**src/hdl/prsha_pkg.sv**
```systemverilog
// shared types and constants for the premultiplied rgba sha-256 hasher
`timescale 1ns / 1ps
`default_nettype none
package prsha_pkg;

   typedef struct packed {
      logic [7:0] red;
      logic [7:0] green;
      logic [7:0] blue;
      logic [7:0] alpha;
      logic       last_pixel;
   } req_type;

   typedef struct packed {
      logic [63:0] digest_word;
      logic [1:0]  word_index;
      logic        last_word;
      logic        transparent_seen;
      logic        visible_seen;
   } rsp_type;

   // queue entry between front and back: one message word plus marks
   typedef struct packed {
      logic [31:0] word;
      logic        last_pixel;
      logic        transparent;
      logic        visible;
   } beat_type;

   localparam int unsigned QueueDepth = 4;

   localparam logic [31:0] ROUND_K [64] = '{
      32'h428a2f98, 32'h71374491, 32'hb5c0fbcf, 32'he9b5dba5, 32'h3956c25b, 32'h59f111f1,
      32'h923f82a4, 32'hab1c5ed5, 32'hd807aa98, 32'h12835b01, 32'h243185be, 32'h550c7dc3,
      32'h72be5d74, 32'h80deb1fe, 32'h9bdc06a7, 32'hc19bf174, 32'he49b69c1, 32'hefbe4786,
      32'h0fc19dc6, 32'h240ca1cc, 32'h2de92c6f, 32'h4a7484aa, 32'h5cb0a9dc, 32'h76f988da,
      32'h983e5152, 32'ha831c66d, 32'hb00327c8, 32'hbf597fc7, 32'hc6e00bf3, 32'hd5a79147,
      32'h06ca6351, 32'h14292967, 32'h27b70a85, 32'h2e1b2138, 32'h4d2c6dfc, 32'h53380d13,
      32'h650a7354, 32'h766a0abb, 32'h81c2c92e, 32'h92722c85, 32'ha2bfe8a1, 32'ha81a664b,
      32'hc24b8b70, 32'hc76c51a3, 32'hd192e819, 32'hd6990624, 32'hf40e3585, 32'h106aa070,
      32'h19a4c116, 32'h1e376c08, 32'h2748774c, 32'h34b0bcb5, 32'h391c0cb3, 32'h4ed8aa4a,
      32'h5b9cca4f, 32'h682e6ff3, 32'h748f82ee, 32'h78a5636f, 32'h84c87814, 32'h8cc70208,
      32'h90befffa, 32'ha4506ceb, 32'hbef9a3f7, 32'hc67178f2
   };

   localparam logic [31:0] INIT_H [8] = '{
      32'h6a09e667, 32'hbb67ae85, 32'h3c6ef372, 32'ha54ff53a,
      32'h510e527f, 32'h9b05688c, 32'h1f83d9ab, 32'h5be0cd19
   };

   localparam logic [15:0] ROUND_BIAS = 16'd127;

   // (c*a+127)/255 via reciprocal: for x < 65536, x/255 = (x*257 + 257) >> 16
   function automatic logic [7:0] premul(input logic [7:0] c, input logic [7:0] a);
      logic [15:0] x;
      logic [25:0] y;
      begin
         x = c * a + ROUND_BIAS;
         y = {10'd0, x} * 26'd257 + 26'd257;
         premul = y[23:16];
      end
   endfunction

endpackage
`default_nettype wire

```
**src/hdl/prsha_stream_if.sv**
```systemverilog
// valid/ready channel carrying one payload beat
`timescale 1ns / 1ps
`default_nettype none
interface prsha_stream_if #(parameter type payload_type = logic);
   logic        valid;
   logic        ready;
   payload_type payload;
   modport source (output valid, output payload, input ready);
   modport sink (input valid, input payload, output ready);
endinterface
`default_nettype wire

```
**src/hdl/prsha_front.sv**
```systemverilog
// front end: premultiply pixel and queue message words with flags
`timescale 1ns / 1ps
`default_nettype none
module prsha_front (
   input  wire logic                 clock,
   input  wire logic                 reset,
   prsha_stream_if.sink              req,
   output prsha_pkg::beat_type       beat_out,
   output logic                      beat_valid,
   input  wire logic                 beat_take
);
   import prsha_pkg::*;

   localparam int unsigned PtrW = $clog2(QueueDepth);

   beat_type           mem_ff [QueueDepth];
   logic [PtrW-1:0]    wr_ff, wr_in, rd_ff, rd_in;
   logic [PtrW:0]      cnt_ff, cnt_in;
   logic               push;
   beat_type           beat;

   assign req.ready  = (cnt_ff != QueueDepth[PtrW:0]);
   assign push       = req.valid && req.ready;
   assign beat_valid = (cnt_ff != '0);
   assign beat_out   = mem_ff[rd_ff];

   always_comb begin
      beat.word        = {premul(req.payload.red, req.payload.alpha),
                          premul(req.payload.green, req.payload.alpha),
                          premul(req.payload.blue, req.payload.alpha),
                          req.payload.alpha};
      beat.last_pixel  = req.payload.last_pixel;
      beat.transparent = (req.payload.alpha != 8'hff);
      beat.visible     = (req.payload.alpha != 8'h00);
      wr_in  = push ? wr_ff + 1'b1 : wr_ff;
      rd_in  = beat_take ? rd_ff + 1'b1 : rd_ff;
      cnt_in = cnt_ff + {{PtrW{1'b0}}, push} - {{PtrW{1'b0}}, beat_take};
   end

   always_ff @(posedge clock) begin
      if (push) mem_ff[wr_ff] <= beat;
      if (reset) begin
         wr_ff  <= '0;
         rd_ff  <= '0;
         cnt_ff <= '0;
      end else begin
         wr_ff  <= wr_in;
         rd_ff  <= rd_in;
         cnt_ff <= cnt_in;
      end
   end
endmodule
`default_nettype wire

```
**src/hdl/prsha_back.sv**
```systemverilog
// back end: block fill, padding, sha-256 rounds and digest output
`timescale 1ns / 1ps
`default_nettype none
module prsha_back (
   input  wire logic                 clock,
   input  wire logic                 reset,
   input  wire prsha_pkg::beat_type  beat_in,
   input  wire logic                 beat_valid,
   output logic                      beat_take,
   prsha_stream_if.source            rsp
);
   import prsha_pkg::*;

   typedef enum logic [2:0] {
      S_FILL, S_ROUND, S_ADD, S_PAD, S_LEN, S_OUT
   } state_type;

   state_type     state_ff;
   logic [31:0]   h_ff [8];
   logic [31:0]   v_ff [8];
   logic [31:0]   w_ff [16];
   logic [63:0]   total_ff;
   logic [5:0]    rnd_ff;
   logic          trans_ff, vis_ff, fin_ff, lenblk_ff;
   logic [1:0]    idx_ff;
   logic          rsp_valid_ff;
   rsp_type       rsp_ff;

   logic [31:0]   s0, s1, w_new, t1, t2, e, a, wr;
   logic [3:0]    slot;
   logic [63:0]   bits;

   assign beat_take   = (state_ff == S_FILL) && beat_valid;
   assign rsp.valid   = rsp_valid_ff;
   assign rsp.payload = rsp_ff;
   assign slot        = total_ff[5:2];
   assign bits        = {total_ff[60:0], 3'b000};

   always_comb begin
      s0    = {w_ff[1][6:0], w_ff[1][31:7]} ^ {w_ff[1][17:0], w_ff[1][31:18]}
              ^ (w_ff[1] >> 3);
      s1    = {w_ff[14][16:0], w_ff[14][31:17]} ^ {w_ff[14][18:0], w_ff[14][31:19]}
              ^ (w_ff[14] >> 10);
      w_new = w_ff[0] + s0 + w_ff[9] + s1;
      wr    = w_ff[0];
      e     = v_ff[4];
      a     = v_ff[0];
      t1    = v_ff[7] + ({e[5:0], e[31:6]} ^ {e[10:0], e[31:11]} ^ {e[24:0], e[31:25]})
              + ((e & v_ff[5]) ^ (~e & v_ff[6])) + ROUND_K[rnd_ff] + wr;
      t2    = ({a[1:0], a[31:2]} ^ {a[12:0], a[31:13]} ^ {a[21:0], a[31:22]})
              + ((a & v_ff[1]) ^ (a & v_ff[2]) ^ (v_ff[1] & v_ff[2]));
   end

   always_ff @(posedge clock) begin
      if (reset) begin
         state_ff     <= S_FILL;
         h_ff         <= INIT_H;
         total_ff     <= '0;
         rnd_ff       <= '0;
         trans_ff     <= 1'b0;
         vis_ff       <= 1'b0;
         fin_ff       <= 1'b0;
         lenblk_ff    <= 1'b0;
         idx_ff       <= '0;
         rsp_valid_ff <= 1'b0;
      end else begin
         if (rsp_valid_ff && rsp.ready && state_ff != S_OUT) rsp_valid_ff <= 1'b0;
         unique case (state_ff)
            S_FILL: begin
               if (beat_valid) begin
                  w_ff[slot] <= beat_in.word;
                  total_ff   <= total_ff + 64'd4;
                  trans_ff   <= trans_ff | beat_in.transparent;
                  vis_ff     <= vis_ff | beat_in.visible;
                  fin_ff     <= beat_in.last_pixel;
                  lenblk_ff  <= 1'b0;
                  if (slot == 4'd15) begin
                     v_ff     <= h_ff;
                     state_ff <= S_ROUND;
                  end else if (beat_in.last_pixel) begin
                     state_ff <= S_PAD;
                  end
               end
            end
            S_PAD: begin
               // marker then zeros; length goes in if room remains
               for (int i = 0; i < 14; i++) begin
                  if (i == int'(slot)) w_ff[i] <= 32'h80000000;
                  else if (i > int'(slot)) w_ff[i] <= '0;
               end
               if (slot < 4'd14) begin
                  w_ff[14]  <= bits[63:32];
                  w_ff[15]  <= bits[31:0];
                  lenblk_ff <= 1'b1;
               end else if (slot == 4'd14) begin
                  w_ff[14] <= 32'h80000000;
                  w_ff[15] <= '0;
               end else begin
                  w_ff[15] <= 32'h80000000;
               end
               v_ff     <= h_ff;
               state_ff <= S_ROUND;
            end
            S_LEN: begin
               for (int i = 0; i < 14; i++) w_ff[i] <= '0;
               w_ff[14]  <= bits[63:32];
               w_ff[15]  <= bits[31:0];
               lenblk_ff <= 1'b1;
               v_ff      <= h_ff;
               state_ff  <= S_ROUND;
            end
            S_ROUND: begin
               for (int i = 0; i < 15; i++) w_ff[i] <= w_ff[i+1];
               w_ff[15] <= w_new;
               v_ff[7] <= v_ff[6];
               v_ff[6] <= v_ff[5];
               v_ff[5] <= v_ff[4];
               v_ff[4] <= v_ff[3] + t1;
               v_ff[3] <= v_ff[2];
               v_ff[2] <= v_ff[1];
               v_ff[1] <= v_ff[0];
               v_ff[0] <= t1 + t2;
               rnd_ff  <= rnd_ff + 1'b1;
               if (rnd_ff == 6'd63) state_ff <= S_ADD;
            end
            S_ADD: begin
               for (int i = 0; i < 8; i++) h_ff[i] <= h_ff[i] + v_ff[i];
               if (!fin_ff) state_ff <= S_FILL;
               else if (lenblk_ff) begin
                  idx_ff   <= '0;
                  state_ff <= S_OUT;
               end else if (slot == 4'd0) state_ff <= S_PAD;
               else state_ff <= S_LEN;
            end
            S_OUT: begin
               if (!rsp_valid_ff || rsp.ready) begin
                  rsp_valid_ff             <= 1'b1;
                  rsp_ff.digest_word       <= {h_ff[{idx_ff, 1'b0}], h_ff[{idx_ff, 1'b1}]};
                  rsp_ff.word_index        <= idx_ff;
                  rsp_ff.last_word         <= (idx_ff == 2'd3);
                  rsp_ff.transparent_seen  <= trans_ff;
                  rsp_ff.visible_seen      <= vis_ff;
                  idx_ff                   <= idx_ff + 1'b1;
                  if (idx_ff == 2'd3) begin
                     h_ff      <= INIT_H;
                     total_ff  <= '0;
                     trans_ff  <= 1'b0;
                     vis_ff    <= 1'b0;
                     fin_ff    <= 1'b0;
                     lenblk_ff <= 1'b0;
                     state_ff  <= S_FILL;
                  end
               end
            end
            default: state_ff <= S_FILL;
         endcase
      end
   end
endmodule
`default_nettype wire

```
**src/hdl/premultiplied_rgba_sha256.sv**
```systemverilog
// top level of the premultiplied rgba sha-256 hasher
// req channel: one rgba pixel a beat, last_pixel marks the end of an image
// rsp channel: four 64-bit digest beats per image, word 0 most significant,
// each with the transparency and visibility flags of the whole image
// front end premultiplies colour by alpha and queues message words (4 deep)
// back end runs one sha-256 round a cycle: 64 rounds then an add step
// per 64-byte block of 16 pixels
// last pixel adds padding: in its own block or one extra block, then four output beats
// a stalled rsp holds the back end; the queue keeps taking pixels till full
// synchronous reset clears the control state and loads the initial hash values
`timescale 1ns / 1ps
`default_nettype none
module premultiplied_rgba_sha256 (
   input  wire logic        clock,
   input  wire logic        reset,
   prsha_stream_if.sink     req,
   prsha_stream_if.source   rsp
);
   import prsha_pkg::*;

   beat_type beat;
   logic     beat_valid, beat_take;

   prsha_front u_front (
      .clock, .reset, .req,
      .beat_out(beat), .beat_valid, .beat_take
   );

   prsha_back u_back (
      .clock, .reset,
      .beat_in(beat), .beat_valid, .beat_take, .rsp
   );
endmodule
`default_nettype wire

```
**src/flat_wrapper.sv**
```systemverilog
// flat-port wrapper written by rule: the top's interface ports become plain ports
module premultiplied_rgba_sha256_flat import prsha_pkg::*;
  (clock, reset, req_valid, req_payload, req_ready, rsp_valid, rsp_payload, rsp_ready);
  prsha_stream_if #(.payload_type(req_type)) req_i ();
  prsha_stream_if #(.payload_type(rsp_type)) rsp_i ();
  input  wire logic clock;
  input  wire logic reset;
  input wire logic [$bits(req_i.valid)-1:0] req_valid;
  input wire logic [$bits(req_i.payload)-1:0] req_payload;
  output wire logic [$bits(req_i.ready)-1:0] req_ready;
  output wire logic [$bits(rsp_i.valid)-1:0] rsp_valid;
  output wire logic [$bits(rsp_i.payload)-1:0] rsp_payload;
  input wire logic [$bits(rsp_i.ready)-1:0] rsp_ready;
  assign req_i.valid = req_valid;
  assign req_i.payload = req_payload;
  assign req_ready = req_i.ready;
  assign rsp_valid = rsp_i.valid;
  assign rsp_payload = rsp_i.payload;
  assign rsp_i.ready = rsp_ready;
  premultiplied_rgba_sha256 u_core (.clock(clock), .reset(reset), .req(req_i), .rsp(rsp_i));
endmodule
```
**config.mk**
```make
export PLATFORM = sky130hd
export DESIGN_NAME = premultiplied_rgba_sha256_flat
export DESIGN_NICKNAME = d
export VERILOG_FILES = /design/src/hdl/prsha_pkg.sv /design/src/hdl/prsha_stream_if.sv /design/src/hdl/prsha_front.sv /design/src/hdl/prsha_back.sv /design/src/hdl/premultiplied_rgba_sha256.sv /design/src/flat_wrapper.sv
export SDC_FILE = /design/constraint.sdc
export NUM_CORES = 2
export LEC_CHECK = 0
export ABC_CLOCK_PERIOD_IN_PS = 39800
export BUFFER_PORTS_ARGS = -buffer_cell sky130_fd_sc_hd__buf_2
export CAP_MARGIN = 15
export CORE_MARGIN = 8
export CORE_UTILIZATION = 30
export CTS_CLUSTER_SIZE = 14
export DETAILED_ROUTE_END_ITERATION = 6
export PLACE_DENSITY = 0.49
export SYNTH_ARGS = -nofsm -noshare
export SYNTH_HDL_FRONTEND = slang
export SYNTH_SLANG_ARGS = --single-unit
```
**constraint.sdc**
```tcl
create_clock -name clock -period 39.8 [get_ports clock]
set_clock_uncertainty 0.1 [all_clocks]
set_input_delay 5.97 -clock clock [delete_from_list [all_inputs] [get_ports clock]]
set_output_delay 5.97 -clock clock [all_outputs]
set_load 0.05 [all_outputs]
```
==> out/metrics.cfg <==
[outcome]
status=complete, no violations

[sta]
timing.final.ws_setup_ns=26.45
finalSetupViolations=0
slew_violations=0
setup_tns_ns=0
period_share=0.3353
hold_violations=0
timing.final.crit_period_ns=13.35
worst_pin_slew_ns=1.223
timing.fmax_mhz=74.93
maxSlewHeadroom=0.1847
rsz0062_at_grt=no

[floorplanning]
dieHeight_microns=561.9
dieArea_sq_um=315700
die_w_microns=561.9
rows=200
initial_core_util=0.3012
io_pins=108
coreArea_sq_um=296800

[placement]
dp_hpwl_mm=241.7
pre_cts_ws_ns=25.59
port_buffers=107
gp_congestion=0.9298

[setup_path]
cp-end-kind=register
crit_type=primary input to register
cpPeakStageDelay_ns=0.58
startpoint_type=primary input
critPathArrivalTime_ns=13.86
critPathMaxFanout=30
crit_path_top_delay_cell=fa_1
critPathRequiredTime_ns=40.32

[clocking]
cts_setup_buffers=0
postCtsHoldBufs=0
cts_resized=0
htreeDepth=4
cts.sink_count=1317
cts_inserted_buffers=163
cts_root_buf=clkbuf_16
cts_tree=done
cts.path.max_buffers=4
clk_pin_slew_ns=0.06
clock_latency_ns=0.88

[yosys]
synthesis.area_sq_um=89390
synthArstFlopShare=0
yosys.area.top_type=edfxtp_1
syn_avg_cell_area_sq_um=9.357
ys_ff_latch=1317
yosys-top-cells-area=edfxtp_1 (24%), dfxtp_1 (13%), ha_1 (8.3%)
ys.warnings.count=0
synth_edf_count=721
netlist_instances=9553
yosys_most_used_dff=edfxtp_1
synth_nets=10500
synthDistinctLibCells=106
synth_top_area_share=0.2422
ys_seq_area_frac=0.3757

[grt]
grt_max_degree=215
grt_pass1_vias=72760
grtUsageTotal=0.2068
overflow=0
grt_antenna_before_repair=18
grt_first_pass_wirelength_mm=493.7

[route]
vias=73420
wire_per_inst_microns=25.15
drt_first_pass_iters=7
drc=0
antenna_left=0
via_per_inst=5.455
first_iter_violations=6850
routed_wl_mm=338.4

[final_layout]
fin_util=0.3349
final.fill_count=30410
fin_nets=10340
area_growth_pct=11.20
layout-drive-gt1-share=0.07789

[worst_hold_path]
min_path_type=register to register

[flow_run]
max_cap_viol_count=0

==> synth_stat cells (all sizes together) (16+ instances only) <==
library cell,count
nand2,1398
edfxtp,721
a21oi,720
o21ai,674
dfxtp,596
inv,593
ha,590
nor2,536
clkbuf,503
xnor2,453
fa,322
xor2,212
a22o,197
a21o,196
nand3,186
nor3,139
and2,115
mux4,105
a22oi,104
a31oi,83
a211oi,77
nand2b,73
buf,67
nor2b,64
o21a,57
or3,57
mux2,56
mux2i,53
o21bai,52
a311oi,46
nand4,45
and3,43
o22ai,41
o211ai,39
o31ai,34
a222oi,29
a221oi,25
o311ai,22
a21boi,18
nor4,17
or2,16
==> critical path, delay by kind of cell <==
kind / cells / cell delay (ns)
buffers and inverters: 6 / 0.79
adders and majority gates: 9 / 3.46
AOI/OAI and AO/OA: 10 / 2.22
xor gates and xnor gates: 2 / 0.51
and+or+nand+nor: 5 / 0.86
==> cells by family after synthesis <==
kind of cell             count (synthesis)  synth area share
AND/OR/NAND/NOR                       2746            0.1354
AO/OA/AOI/OAI                         2531            0.1800
flip-flops                            1317            0.3757
buffers and inverters                 1165           0.04927
adder cells (fa/ha/maj)                915            0.1550
XOR/XNOR                               665           0.06516
multiplexers                           214           0.03945
==> sequential cells by signal, summed over array words and instances (netlist names), 2 cells and up, named ones only <==
signal	flops
u_core.u_back.w_ff	512
u_core.u_back.h_ff	256
u_core.u_back.v_ff	192
u_core.u_front.mem_ff	140
u_core.u_back.rsp.payload	69
u_core.u_back.total_ff	59
u_core.u_back.a	32
u_core.u_back.e	32
u_core.u_back.rnd_ff	6
u_core.u_back.state_ff	3
u_core.u_front.cnt_ff	3
u_core.u_back.idx_ff	2
u_core.u_front.rd_ff	2
u_core.u_front.wr_ff	2
==> routing by layer <==
layer / track usage / vias to the layer above / wire, microns
met4: 0.09199 / 2 / 16940
met1: 0.2699 / 36600 / 143200
li1: - / 33570 / -
met3: 0.02912 / 604 / 21890
met2: 0.3407 / 2637 / 156400
met5: 0 / - / 12
==> path summary, 6_finish.rpt <==
kind	cells past startpoint	to	slack, ns	start
max	32	u_core.u_front.mem_ff[0][17]	26.45	req_payload[1]
min	2	u_core.u_back.w_ff[2][4]	0.34	u_core.u_back.w_ff[3][4]
max reg2reg	37	u_core.u_back.a[23]	28.22	u_core.u_back.rnd_ff[0]
min reg2reg	2	u_core.u_back.w_ff[2][4]	0.34	u_core.u_back.w_ff[3][4]
==> per-stage QoR <==
step,instance area [sq um],hold WS [ns],instances
global route,99380,0.3465,13450
finish,99400,0.3380,13460
detailed placement,94000,0.3222,13160
CTS,99350,0.3317,13450
floorplan,89390,0.3090,9553
global placement,94000,0.3194,13160
==> layout by cell type, fill, tap and decap left out, drive strengths merged, types with 60 or more instances in the layout <==
cell type,netlist,final
a211oi,77,77
a21o,196,196
a21oi,720,720
a22o,197,197
a22oi,104,104
a31oi,83,83
and2,115,115
buf,67,241
clkbuf,503,200
clkinv,2,60
dfxtp,596,596
edfxtp,721,721
fa,322,322
ha,590,590
inv,593,597
mux4,105,105
nand2,1398,1398
nand2b,73,73
nand3,186,186
nor2,536,536
nor2b,64,64
nor3,139,139
o21ai,674,674
xnor2,453,453
xor2,212,212
==> final cells by class <==
class	count	area, sq um	share of cell area
Clock buffer	200	4392	0.04418
Timing Repair Buffer	241	1630	0.01640
Antenna cell	6	15.01	0.0001511
Multi-Input combinational cell	7071	51630	0.5195
Sequential cell	1317	33600	0.3380
Inverter	595	2236	0.02249
Clock inverter	89	959.7	0.009655
Tap cell	3939	4928	0.04958
Power is not shown: default switching activity piles up to over one toggle a cycle in this logic, so the estimate is an artifact.
